File: config.mk
export PLATFORM = sky130hd
export DESIGN_NAME = glyph_pixel_depth_packer
export DESIGN_NICKNAME = d
export VERILOG_FILES = /design/src/gpdp_pkg.sv /design/src/gpdp_front.sv /design/src/gpdp_fifo.sv /design/src/gpdp_back.sv /design/src/glyph_pixel_depth_packer.sv
export SDC_FILE = /design/constraint.sdc
export NUM_CORES = 1
export LEC_CHECK = 0
export BUFFER_PORTS_ARGS = -buffer_cell sky130_fd_sc_hd__buf_2
export CAP_MARGIN = 20
export CELL_PAD_IN_SITES_DETAIL_PLACEMENT = 1
export CELL_PAD_IN_SITES_GLOBAL_PLACEMENT = 1
export CORE_ASPECT_RATIO = 1.5
export CORE_MARGIN = 10
export CORE_UTILIZATION = 46
export DETAILED_ROUTE_END_ITERATION = 7
export GPL_TIMING_DRIVEN = 0
export HOLD_SLACK_MARGIN = 0.12
export PLACE_DENSITY_LB_ADDON = 0.1
export SYNTH_ARGS = -nofsm -noshare
export SYNTH_HDL_FRONTEND = slang
export SYNTH_SLANG_ARGS = --single-unit
File: constraint.sdc
create_clock -name clk -period 5.5 [get_ports clk]
set_input_delay 1.1 -clock clk [delete_from_list [all_inputs] [get_ports clk]]
set_output_delay 1.1 -clock clk [all_outputs]
set_load 0.01 [all_outputs]
File: src/gpdp_pkg.sv
// ----------------------------------------------------------------------------
// gpdp_pkg
// Shared types and constants for the glyph pixel depth packer.
// ----------------------------------------------------------------------------
package gpdp_pkg;

  // output format codes
  localparam logic [2:0] MODE_TWO_BIT  = 3'd0;
  localparam logic [2:0] MODE_FOUR_BIT = 3'd1;
  localparam logic [2:0] MODE_GRAY8    = 3'd2;
  localparam logic [2:0] MODE_MONO8    = 3'd3;
  localparam logic [2:0] MODE_ONE_BIT  = 3'd4;

  // configuration port
  localparam int CFG_INDEX_W = 1;
  localparam int CFG_DATA_W  = 3;
  localparam logic [CFG_INDEX_W-1:0] REG_OUT_MODE    = 1'd0;
  localparam logic [CFG_INDEX_W-1:0] REG_BOLD_ENABLE = 1'd1;

  // reset values of the configuration registers
  localparam logic [2:0] OUT_MODE_RESET = MODE_GRAY8;

  // two-bit quantiser thresholds and gray bold threshold
  localparam logic [7:0] THRESH_HIGH = 8'd200;
  localparam logic [7:0] THRESH_MID  = 8'd150;
  localparam logic [7:0] THRESH_LOW  = 8'd100;
  localparam logic [7:0] BOLD_FLOOR  = 8'd31;
  localparam logic [7:0] FULL_BYTE   = 8'd255;

  // reciprocal of 17 in 12 fractional bits, exact for all 8-bit inputs
  localparam logic [15:0] RECIP_17 = 16'd241;

  // work for the back end: one or two bytes caused by one pixel
  typedef struct packed {
    logic [7:0] byte0;
    logic [7:0] byte1;
    logic       two;
    logic       glyph;
  } entry_t;

  // gray to two-bit code
  function automatic logic [1:0] quantise_two(input logic [7:0] v);
    logic [1:0] q;
    if (v > THRESH_HIGH) q = 2'd3;
    else if (v > THRESH_MID) q = 2'd2;
    else if (v > THRESH_LOW) q = 2'd1;
    else q = 2'd0;
    return q;
  endfunction

  // gray to four-bit code, floor(v * 15 / 255) = floor(v / 17)
  function automatic logic [3:0] quantise_four(input logic [7:0] v);
    logic [15:0] prod;
    prod = {8'd0, v} * RECIP_17;
    return prod[15:12];
  endfunction

endpackage

File: src/gpdp_front.sv
// ----------------------------------------------------------------------------
// gpdp_front
// Accepts pixels, keeps the running packing and bold state and classifies
// each pixel into the bytes it causes.
// ----------------------------------------------------------------------------
module gpdp_front (
  input  logic                             clk,
  input  logic                             rst,
  input  logic                             cfg_write,
  input  logic [gpdp_pkg::CFG_INDEX_W-1:0] cfg_index,
  input  logic [gpdp_pkg::CFG_DATA_W-1:0]  cfg_data,
  input  logic                             accept,
  input  logic [7:0]                       pixel_value,
  input  logic                             row_end,
  input  logic                             glyph_end,
  output logic                             entry_valid,
  output gpdp_pkg::entry_t                 entry
);

  logic [2:0] out_mode;
  logic       bold_enable;
  logic [7:0] pack_acc;
  logic [2:0] pack_cnt;
  logic [7:0] bold_carry;

  // mode decode
  logic       packed_mode;
  logic [2:0] nbits;
  logic [3:0] code;

  always_comb begin
    packed_mode = 1'b1;
    nbits       = 3'd0;
    code        = 4'd0;
    unique case (out_mode)
      gpdp_pkg::MODE_TWO_BIT: begin
        nbits = 3'd2;
        code  = {2'd0, gpdp_pkg::quantise_two(pixel_value)};
      end
      gpdp_pkg::MODE_FOUR_BIT: begin
        nbits = 3'd4;
        code  = gpdp_pkg::quantise_four(pixel_value);
      end
      gpdp_pkg::MODE_ONE_BIT: begin
        nbits = 3'd1;
        code  = {3'd0, |pixel_value};
      end
      default: begin
        packed_mode = 1'b0;
      end
    endcase
  end

  // packed path: append code, complete a byte or flush at glyph end
  logic [3:0]  total;
  logic [11:0] shifted;
  logic [1:0]  shift_amt;
  logic        byte_done;
  logic [7:0]  done_byte;
  logic [7:0]  pk_acc_upd;
  logic [2:0]  pk_cnt_upd;
  logic        flush;
  logic [7:0]  flush_byte;

  always_comb begin
    total      = {1'b0, pack_cnt} + {1'b0, nbits};
    shifted    = ({4'd0, pack_acc} << nbits) | {8'd0, code};
    shift_amt  = 2'(total - 4'd8);
    byte_done  = (total >= 4'd8);
    done_byte  = 8'(shifted >> shift_amt);
    pk_acc_upd = byte_done ? 8'd0 : shifted[7:0];
    pk_cnt_upd = byte_done ? 3'd0 : total[2:0];
    flush      = glyph_end && (pk_cnt_upd != 3'd0);
    flush_byte = 8'(pk_acc_upd << (4'd8 - {1'b0, pk_cnt_upd}));
  end

  // byte path: gray8 and mono8 with optional right smear
  logic [7:0] carry_in;
  logic [7:0] carry_mid;
  logic [7:0] wide_byte;
  logic       at_row_end;

  always_comb begin
    carry_in   = bold_enable ? bold_carry : 8'd0;
    at_row_end = row_end || glyph_end;
    if (out_mode == gpdp_pkg::MODE_MONO8) begin
      wide_byte = (|pixel_value || |carry_in) ? gpdp_pkg::FULL_BYTE : 8'd0;
      carry_mid = |pixel_value ? gpdp_pkg::FULL_BYTE : 8'd0;
    end else if (pixel_value > gpdp_pkg::BOLD_FLOOR) begin
      wide_byte = (carry_in > pixel_value) ? carry_in : pixel_value;
      carry_mid = pixel_value;
    end else begin
      wide_byte = pixel_value;
      carry_mid = 8'd0;
    end
    if (!bold_enable) begin
      carry_mid = 8'd0;
    end
  end

  // entry for the back end
  always_comb begin
    entry.glyph = glyph_end;
    if (packed_mode) begin
      entry.byte0 = byte_done ? done_byte : flush_byte;
      entry.byte1 = 8'd0;
      entry.two   = 1'b0;
      entry_valid = accept && (byte_done || flush);
    end else begin
      entry.byte0 = wide_byte;
      entry.byte1 = carry_mid;
      entry.two   = at_row_end && bold_enable;
      entry_valid = accept;
    end
  end

  // configuration registers
  always_ff @(posedge clk) begin
    if (rst) begin
      out_mode    <= gpdp_pkg::OUT_MODE_RESET;
      bold_enable <= 1'b0;
    end else if (cfg_write) begin
      unique case (cfg_index)
        gpdp_pkg::REG_OUT_MODE:    out_mode    <= cfg_data;
        gpdp_pkg::REG_BOLD_ENABLE: bold_enable <= cfg_data[0];
        default: ;
      endcase
    end
  end

  // running state, cleared at glyph end
  always_ff @(posedge clk) begin
    if (rst) begin
      pack_acc   <= 8'd0;
      pack_cnt   <= 3'd0;
      bold_carry <= 8'd0;
    end else if (accept) begin
      if (glyph_end) begin
        pack_acc   <= 8'd0;
        pack_cnt   <= 3'd0;
        bold_carry <= 8'd0;
      end else if (packed_mode) begin
        pack_acc <= pk_acc_upd;
        pack_cnt <= pk_cnt_upd;
      end else begin
        bold_carry <= at_row_end ? 8'd0 : carry_mid;
      end
    end
  end

endmodule

File: src/gpdp_fifo.sv
// ----------------------------------------------------------------------------
// gpdp_fifo
// Short entry queue between the front and the back end.
// ----------------------------------------------------------------------------
module gpdp_fifo #(
  parameter int DEPTH = 4
) (
  input  logic             clk,
  input  logic             rst,
  input  logic             wr_en,
  input  gpdp_pkg::entry_t wr_data,
  input  logic             rd_en,
  output gpdp_pkg::entry_t rd_data,
  output logic             full,
  output logic             empty
);

  localparam int AW = (DEPTH > 1) ? $clog2(DEPTH) : 1;
  localparam int CW = $clog2(DEPTH + 1);

  gpdp_pkg::entry_t slots [DEPTH];
  logic [AW-1:0] wr_ptr;
  logic [AW-1:0] rd_ptr;
  logic [CW-1:0] count;

  logic do_wr;
  logic do_rd;

  assign full    = (count == CW'(DEPTH));
  assign empty   = (count == '0);
  assign do_wr   = wr_en && !full;
  assign do_rd   = rd_en && !empty;
  assign rd_data = slots[rd_ptr];

  // entry storage
  always_ff @(posedge clk) begin
    if (do_wr) begin
      slots[wr_ptr] <= wr_data;
    end
  end

  // pointers and fill level
  always_ff @(posedge clk) begin
    if (rst) begin
      wr_ptr <= '0;
      rd_ptr <= '0;
      count  <= '0;
    end else begin
      if (do_wr) begin
        wr_ptr <= (wr_ptr == AW'(DEPTH - 1)) ? '0 : wr_ptr + 1'b1;
      end
      if (do_rd) begin
        rd_ptr <= (rd_ptr == AW'(DEPTH - 1)) ? '0 : rd_ptr + 1'b1;
      end
      if (do_wr && !do_rd) begin
        count <= count + 1'b1;
      end else if (do_rd && !do_wr) begin
        count <= count - 1'b1;
      end
    end
  end

endmodule

File: src/gpdp_back.sv
// ----------------------------------------------------------------------------
// gpdp_back
// Splits queued entries into single result bytes and marks the last ones.
// ----------------------------------------------------------------------------
module gpdp_back (
  input  logic             clk,
  input  logic             rst,
  input  gpdp_pkg::entry_t head,
  input  logic             head_empty,
  output logic             head_pop,
  output logic             empty,
  input  logic             pop,
  output logic [7:0]       out_byte,
  output logic             run_last,
  output logic             glyph_last
);

  // high when the first byte of a two-byte entry has gone
  logic second;

  logic transfer;

  assign empty      = head_empty;
  assign transfer   = pop && !head_empty;
  assign out_byte   = second ? head.byte1 : head.byte0;
  assign run_last   = second || !head.two;
  assign glyph_last = run_last && head.glyph;
  assign head_pop   = transfer && run_last;

  // byte select within the head entry
  always_ff @(posedge clk) begin
    if (rst) begin
      second <= 1'b0;
    end else if (transfer) begin
      second <= !run_last;
    end
  end

endmodule

File: src/glyph_pixel_depth_packer.sv
// ----------------------------------------------------------------------------
// glyph_pixel_depth_packer
// Converts a stream of glyph pixels to a packed or byte-wide glyph buffer.
// ----------------------------------------------------------------------------
// One pixel is taken per clock while full is low; its bytes are worked out in
// the same cycle and held in an entry queue of FIFO_DEPTH entries, so pixel
// input and byte output stall independently. Bytes leave one per cycle while
// pop is high and the queue is not empty; the single output byte port sets the
// sustained rate. A pixel gives one byte, two at a bold row end, at most one in
// packed modes, via the queue. Configuration is written through cfg_write/
// cfg_index/cfg_data by the user only while the block is idle; not enforced.
module glyph_pixel_depth_packer #(
  parameter int FIFO_DEPTH = 4
) (
  input  logic                             clk,
  input  logic                             rst,
  input  logic                             cfg_write,
  input  logic [gpdp_pkg::CFG_INDEX_W-1:0] cfg_index,
  input  logic [gpdp_pkg::CFG_DATA_W-1:0]  cfg_data,
  input  logic                             push,
  output logic                             full,
  input  logic [7:0]                       pixel_value,
  input  logic                             row_end,
  input  logic                             glyph_end,
  output logic                             empty,
  input  logic                             pop,
  output logic [7:0]                       out_byte,
  output logic                             run_last,
  output logic                             glyph_last
);

  logic             accept;
  logic             entry_valid;
  gpdp_pkg::entry_t entry;
  gpdp_pkg::entry_t head;
  logic             head_empty;
  logic             head_pop;

  assign accept = push && !full;

  // front: pixel classification and running state
  gpdp_front u_front (
    .clk         (clk),
    .rst         (rst),
    .cfg_write   (cfg_write),
    .cfg_index   (cfg_index),
    .cfg_data    (cfg_data),
    .accept      (accept),
    .pixel_value (pixel_value),
    .row_end     (row_end),
    .glyph_end   (glyph_end),
    .entry_valid (entry_valid),
    .entry       (entry)
  );

  // entry queue
  gpdp_fifo #(
    .DEPTH (FIFO_DEPTH)
  ) u_fifo (
    .clk     (clk),
    .rst     (rst),
    .wr_en   (entry_valid),
    .wr_data (entry),
    .rd_en   (head_pop),
    .rd_data (head),
    .full    (full),
    .empty   (head_empty)
  );

  // back: byte output
  gpdp_back u_back (
    .clk        (clk),
    .rst        (rst),
    .head       (head),
    .head_empty (head_empty),
    .head_pop   (head_pop),
    .empty      (empty),
    .pop        (pop),
    .out_byte   (out_byte),
    .run_last   (run_last),
    .glyph_last (glyph_last)
  );

endmodule

==> flow_summary.ini, run 1 <==
[yosys]
postSynthRegisterBits = 105
syn-cell-area_mm2 = 0.007057
synth_sequential_area_ratio_pct = 40.00
synthesis.nets = 750
yosys_warnings = 0
ys_types = 67
syn-instance-count = 649
async_s_r_ff_share_synth_pct = 0
synth_flop_cell = sky130_fd_sc_hd__edfxtp_1
postSynthAreaPerCell_um2 = 10.87
synth_edf_count = 72

[layout]
syn2layout_area_growth_pct = 14.57
post_route_cells_drive_above_1_share_pct = 19.55
final_net_count = 812
antenna-diode-count = 0
stdcell_area_mm2 = 0.008085
final_util_pct = 53.65
final_cells = 915

[detailed_routing]
vias_per_cell = 5.880
ant_nets = 0
detail_route.wl_per_cell_um = 21.80
drt_wirelength_um = 19950
first_iter_violations = 263
detail_route.drc_violations = 0
routed-via-count = 5380
detail_route.first_pass.iterations = 5

[sta]
fmax_mhz = 185.7
min_period_over_period_pct = 97.92
post-route-min-period_ps = 5386
tightest_slew_ps = 1023
timing.hold.ws_ps = 525.3
report.final.slew_viol_count = 0
report.final.hold_viol_count = 0
final_critical_path_setup_slack_ps = 114.5
finalSetupViolCount = 0
fin_tns_setup_ps = 0
fin_worst_skew_ps = 13.47
worst_slew_margin_rel_pct = 31.77

[setup_path]
worstSetupStartpointType = input pin
max_stage_delay_ps = 520
critPathSlowestCell = sky130_fd_sc_hd__fa_1
cp_top_family = adder cells
cp_cell_sequence = buf_4 -> clkinvlp_4 -> fa_1 -> fa_1 -> inv_1 -> ha_1 -> ha_1 -> ha_4 -> a21o_1 -> a221oi_4 -> o221ai_2 -> xor2_2 -> a221oi_4 -> o22ai_2 -> a311o_1 -> o21a_2
worstReg2RegStart = u_front.out_mode[1]
worst_ep_arrival_time_ps = 5470
worstPathMaxFanout = 7
cp_num_buf_inv = 3
critPathCaptureType = flip-flop
r2r_end = u_fifo.count[2]
worst_ep_required_ps = 5590
worst_r2r_path_cells = 20
path_class = in -> reg
setup_slack_reg_to_reg_ps = 550

[flow_run]
max_cap_viol_count = 0

[place]
buffer_ports.inserted = 30
hpwl_after_dpl_um = 15240
dp_slack_ps = -719.2
place_area_mm2 = 0.007456
dp_cells = 878
routability_congestion_estimate = 0.8959

[floorplan]
standard_cell_row_count = 55
io_pins = 31
fp.dieH_um = 171.7
die_area_mm2 = 0.02080
area_of_the_core_mm2 = 0.01507
die_w_um = 121.1
initial_utilization_pct = 46.82

[cts]
clockBufferDepth = 2
clkTransAtPathRegs_ps = 70
cts.sink_count = 105
cts_buffers = 9
worst_skew_pair.late_latency_ps = 350
cts_hold_buffers = 0
cts-htree-levels = 3
clockRootBuffer = sky130_fd_sc_hd__clkbuf_16
clock_tree_from_tritoncts = built

[pwr]
totalPowerFinal_mw = 2.526
total_leakage_power_nw = 3.049
vdd_drop_max_mv = 0.1723
pwr_density_cell_mw_per_mm2 = 312.5

[min_path]
hold_class = reg -> reg
min_path_cells = 2
hold_path_startpoint = u_front.pack_acc[0]
hold-path-endpoint = u_front.pack_acc[0]

[grt]
pin_count_of_the_biggest_net_entering_global_routing = 20
overall_track_demand_over_capacity_in_global_routing_pct = 19.17
via_count_of_the_first_global_routing_pass = 5871
antenna_found_initial = 0
grt_pass1_wl_um = 31280
globalRouteOverflowTotal = 0

[outcome]
status = finished clean
[power by group]
group          switching, mW  internal, mW  total, mW
registers             0.0305         0.924      0.955
clock network          0.310         0.319      0.629
logic                  0.528         0.414      0.943
total                  0.869          1.66       2.53
[registers in the layout, indices dropped and copies added, names as in the netlist, named ones only]
signal	cells
u_fifo.wr_ptr	2
u_fifo.rd_ptr	2
u_front.pack_cnt	3
u_front.pack_acc	8
u_front.out_mode	3
u_back.second	1
u_front.bold_enable	1
u_fifo.count	3
u_fifo.slots	72
u_front.bold_carry	8
[Yosys cell counts (17+ instances only)]
cell	count	area, µm²
sky130_fd_sc_hd__nor2_1	57	214.0
sky130_fd_sc_hd__mux2i_1	23	230.2
sky130_fd_sc_hd__edfxtp_1	72	2162
sky130_fd_sc_hd__clkbuf_1	21	78.83
sky130_fd_sc_hd__ha_1	66	825.8
sky130_fd_sc_hd__nand2_1	37	138.9
sky130_fd_sc_hd__dfxtp_1	33	660.6
sky130_fd_sc_hd__inv_1	37	138.9
sky130_fd_sc_hd__mux4_2	21	473.0
sky130_fd_sc_hd__nor3_1	17	85.08
sky130_fd_sc_hd__and2_1	21	131.4
sky130_fd_sc_hd__a21oi_1	44	220.2
[tightest hold or removal path: cells and delay by family (launching register included)]
kind,cells,cell delay [ps]
AOI/OAI and AO/OA,1,50
DFF,1,360
and+or+nand+nor,1,70
[metal layers]
| metal | wire length (µm) | vias to the layer above | global-route usage [%] |
|---|---|---|---|
| li1 | - | 2520 | - |
| met1 | 7690 | 2747 | 20.34 |
| met2 | 11280 | 83 | 37.76 |
| met3 | 510 | 30 | 2.526 |
| met4 | 461 | 0 | 5.668 |
| met5 | 0 | - | 0 |
[kinds of logic after synthesis]
| group | synth area share [%] |
|---|---|
| xor gates and xnor gates | 0.7447 |
| and+or+nand+nor | 13.40 |
| DFF | 40.00 |
| buffers and inverters | 3.919 |
| adders and majority gates | 16.24 |
| AOI/OAI and AO/OA | 13.81 |
| muxes | 11.88 |
[layout by cell type, fill, tap and decap left out, types with 6 or more instances in the layout]
| cell | netlist | final |
|---|---|---|
| sky130_fd_sc_hd__a21o_1 | 6 | 6 |
| sky130_fd_sc_hd__a21oi_1 | 44 | 43 |
| sky130_fd_sc_hd__a22oi_1 | 11 | 11 |
| sky130_fd_sc_hd__and2_1 | 21 | 20 |
| sky130_fd_sc_hd__buf_2 | 5 | 31 |
| sky130_fd_sc_hd__buf_4 | 1 | 23 |
| sky130_fd_sc_hd__clkbuf_1 | 21 | 22 |
| sky130_fd_sc_hd__clkbuf_16 | 0 | 9 |
| sky130_fd_sc_hd__dfxtp_1 | 33 | 33 |
| sky130_fd_sc_hd__edfxtp_1 | 72 | 72 |
| sky130_fd_sc_hd__fa_1 | 16 | 16 |
| sky130_fd_sc_hd__ha_1 | 66 | 61 |
| sky130_fd_sc_hd__inv_1 | 37 | 33 |
| sky130_fd_sc_hd__mux2_2 | 12 | 12 |
| sky130_fd_sc_hd__mux2i_1 | 23 | 22 |
| sky130_fd_sc_hd__mux4_2 | 21 | 21 |
| sky130_fd_sc_hd__nand2_1 | 37 | 37 |
| sky130_fd_sc_hd__nand2b_1 | 10 | 10 |
| sky130_fd_sc_hd__nand3_1 | 12 | 12 |
| sky130_fd_sc_hd__nand4_1 | 9 | 9 |
| sky130_fd_sc_hd__nor2_1 | 57 | 57 |
| sky130_fd_sc_hd__nor2b_1 | 11 | 11 |
| sky130_fd_sc_hd__nor3_1 | 17 | 14 |
| sky130_fd_sc_hd__nor4_1 | 7 | 7 |
| sky130_fd_sc_hd__o21a_1 | 9 | 8 |
| sky130_fd_sc_hd__o21ai_0 | 16 | 16 |
[what timing repair did]
item                                    4_1_cts  5_1_grt
pin swaps                                     2        9
endpoints found under the setup margin       32       32
hold endpoints to repair                      0        0
setup buffers                                12        9
gates resized for setup                      11       23
[worst max-delay path by stage]
stage              startpoint                  end  depth (start not counted)
6_report       pixel_value[4]  u_fifo.slots[2][16]                         16
5_1_grt        pixel_value[4]  u_fifo.slots[1][15]                         17
4_1_cts        pixel_value[4]  u_fifo.slots[0][16]                         16
3_5_place_dp   pixel_value[5]  u_fifo.slots[3][16]                         16
3_3_place_gp   pixel_value[5]  u_fifo.slots[0][16]                         16
2_1_floorplan  pixel_value[5]  u_fifo.slots[0][16]                         15
[layout make-up]
cell class	instances	area (µm²)
Buffer	30	130.1
Clock buffer	10	229.0
Clock inverter	6	57.56
Fill cell	1633	6985
Inverter	39	161.4
Multi-Input combinational cell	475	4114
Sequential cell	105	2823
Tap cell	199	249.0
Timing Repair Buffer	51	321.6
No activity file was read; power rests on OpenSTA's default activity.
==> run 2: changes to the inputs <==
--- a/config.mk
+++ b/config.mk
@@ -18,4 +18,5 @@
 export PLACE_DENSITY_LB_ADDON = 0.1
 export SYNTH_ARGS = -nofsm -noshare
 export SYNTH_HDL_FRONTEND = slang
+export SYNTH_HIERARCHICAL = 1
 export SYNTH_SLANG_ARGS = --single-unit
==> run 2 against run 1 <==
Against the previous run: flip-flop and latch count did not move; area after synthesis rose by 2.2%; die area rose by 1.9%; critical path depth did not move; power fell by 2.3%; final cell count did not move; maximum frequency rose by 1.2%; critical endpoint is now u_fifo/slots[1][13]; largest power group unchanged; highest routed layer unchanged.
==> flow_summary.ini, run 2 <==
[outcome]
status = finished clean

[detailed_routing]
detail_route.drc_violations = 0
detail_route.wl_per_cell_um = 21.91
drt_wirelength_um = 20050
first_iter_violations = 306
vias_per_cell = 5.917
ant_nets = 0
detail_route.first_pass.iterations = 5
routed-via-count = 5414

[place]
dp_cells = 881
routability_congestion_estimate = 0.8673
hpwl_after_dpl_um = 15690
buffer_ports.inserted = 30
dp_slack_ps = -612.3
place_area_mm2 = 0.007615

[sta]
fin_worst_skew_ps = 17.74
post-route-min-period_ps = 5324
fin_tns_setup_ps = 0
report.final.hold_viol_count = 0
final_critical_path_setup_slack_ps = 175.9
timing.hold.ws_ps = 517.9
min_period_over_period_pct = 96.80
fmax_mhz = 187.8
report.final.slew_viol_count = 0
finalSetupViolCount = 0
tightest_slew_ps = 968.2
worst_slew_margin_rel_pct = 35.45

[cts]
cts_hold_buffers = 0
cts.sink_count = 105
cts_buffers = 9
worst_skew_pair.late_latency_ps = 350
clock_tree_from_tritoncts = built
clockBufferDepth = 2
clockRootBuffer = sky130_fd_sc_hd__clkbuf_16
cts-htree-levels = 3
clkTransAtPathRegs_ps = 90

[yosys]
postSynthAreaPerCell_um2 = 11.13
synth_edf_count = 72
synth_flop_cell = sky130_fd_sc_hd__edfxtp_1
postSynthRegisterBits = 105
post-synth-top-area-cell = sky130_fd_sc_hd__edfxtp_1
yosysMostFrequentCell = sky130_fd_sc_hd__edfxtp_1
synth_top_cells_by_area = sky130_fd_sc_hd__edfxtp_1, sky130_fd_sc_hd__ha_1, sky130_fd_sc_hd__dfxtp_1, sky130_fd_sc_hd__mux4_2, sky130_fd_sc_hd__fa_1
synth_sequential_area_ratio_pct = 39.15
synthesis.nets = 752
syn-cell-area_mm2 = 0.007211
yosysTopAreaCellShare_pct = 29.98
async_s_r_ff_share_synth_pct = 0
ys_types = 74
syn-instance-count = 648
post_synth_most_frequent_cells = sky130_fd_sc_hd__edfxtp_1, sky130_fd_sc_hd__ha_1, sky130_fd_sc_hd__nand2_1
yosys_warnings = 6

[floorplan]
fp.dieH_um = 173.3
die_w_um = 122.2
die_area_mm2 = 0.02119
standard_cell_row_count = 56
io_pins = 31
area_of_the_core_mm2 = 0.01548
initial_utilization_pct = 46.57

[layout]
post_route_cells_drive_above_1_share_pct = 22.19
syn2layout_area_growth_pct = 12.81
most-common-layout-cells = sky130_fd_sc_hd__edfxtp_1, sky130_fd_sc_hd__ha_1, sky130_fd_sc_hd__nand2_1
final_cells = 915
stdcell_area_mm2 = 0.008134
fillers = 1641
largest_registers = u_fifo/slots x72, u_front/bold_carry x8, u_front/pack_acc x8
final_net_count = 811
regMostFlops = u_fifo/slots
final_util_pct = 52.53
number_of_flip_flops_under_the_largest_register_name = 72
antenna-diode-count = 0
seq_area_mm2 = 0.002823
area_of_the_multi_input_gates_mm2 = 0.004145
final_common_cell = sky130_fd_sc_hd__edfxtp_1

[setup_path]
worst_ep_required_ps = 5590
worstSetupStartpointType = input pin
cp_cell_sequence = buf_2 -> clkinvlp_4 -> fa_1 -> fa_1 -> inv_1 -> ha_1 -> ha_1 -> ha_1 -> a21oi_1 -> o2111ai_1 -> o221ai_1 -> mux2i_2 -> a22oi_1 -> a221oi_2 -> o211ai_1 -> buf_4
crit_path_frequent_cell = sky130_fd_sc_hd__ha_1
path_class = in -> reg
worstPathMaxFanout = 8
critPathCaptureType = flip-flop
max_stage_delay_ps = 550
critPathSlowestCell = sky130_fd_sc_hd__fa_1
worst_ep_arrival_time_ps = 5410

[grt]
globalRouteOverflowTotal = 0
antenna_found_initial = 0
via_count_of_the_first_global_routing_pass = 5990
overall_track_demand_over_capacity_in_global_routing_pct = 19.06
pin_count_of_the_biggest_net_entering_global_routing = 20
grt_pass1_wl_um = 32170

[min_path]
hold_class = reg -> reg

[pwr]
totalPowerFinal_mw = 2.469
vdd_drop_max_mv = 0.2603
total_leakage_power_nw = 3.150
pwr_density_cell_mw_per_mm2 = 303.6

[flow_run]
max_cap_viol_count = 0
-- run 2: cell types whose count changed in the layout (fill, tap and decap cells not counted), sizes merged, moves of 7 or more --
cell / change
a22oi: +14
a31oi: +7
clkbuf: -7
inv: -8
mux2: +7
mux2i: -10
nor2: -14
nor3: -10
o21a: -7
-- run 2: worst paths after layout --
check / start / to / slack, ps / cells past startpoint
hold reg to reg: u_front/pack_cnt[0] / u_front/pack_cnt[0] / 520 / 2
setup / recovery: pixel_value[4] / u_fifo/slots[1][13] / 180 / 16
hold / removal: u_front/pack_cnt[0] / u_front/pack_cnt[0] / 520 / 2
setup reg to reg: u_front/out_mode[1] / u_fifo/count[2] / 410 / 20
-- run 2: worst max-delay path, delay by kind of cell --
| family | cells | cell delay [ps] |
|---|---|---|
| buffers and inverters | 4 | 660 |
| adder cells (fa/ha/maj) | 5 | 2020 |
| multiplexers | 1 | 310 |
| AO/OA/AOI/OAI | 6 | 1310 |
-- run 2: per-layer routing --
layer | global-route usage, % | up-vias | part of all wire [%]
li1 | - | 2558 | -
met5 | 0 | - | 0
met4 | 6.995 | 0 | 3.4
met2 | 35.71 | 71 | 56
met3 | 2.380 | 37 | 1.8
met1 | 20.93 | 2748 | 39
-- run 2: cell families (layout without fill, tap and decap cells) --
group / after synthesis / in the layout / synth area share, %
AND/OR/NAND/NOR: 179 / 179 / 12.86
buffers and inverters: 64 / 128 / 4.425
AO/OA/AOI/OAI: 157 / 157 / 15.25
flip-flops: 105 / 105 / 39.15
XOR/XNOR: 6 / 6 / 0.7289
adder cells (fa/ha/maj): 85 / 85 / 16.42
multiplexers: 52 / 52 / 11.17
-- run 2: power breakdown --
part / internal (mW) / switching, mW / total [mW]
sequential: 0.943 / 0.0377 / 0.981
clock: 0.317 / 0.310 / 0.628
combinational: 0.380 / 0.481 / 0.860
total: 1.64 / 0.829 / 2.47
-- run 2: area by class of cell --
class / instances / area share (%)
inverters: 35 / 2.030
well taps: 203 / 3.123
clock inverters: 7 / 0.7999
multi-input cells: 479 / 50.96
plain buffers: 29 / 2.077
repair buffers: 48 / 3.538
clock buffers: 9 / 2.769
flip-flops and latches: 105 / 34.70
-- run 2: repair_timing --
item | 4_1_cts | 5_1_grt
endpoints found under the setup margin | 20 | 32
gates resized for setup | 5 | 16
gates cloned | 0 | 0
pin swaps | 2 | 4
setup buffers | 8 | 9
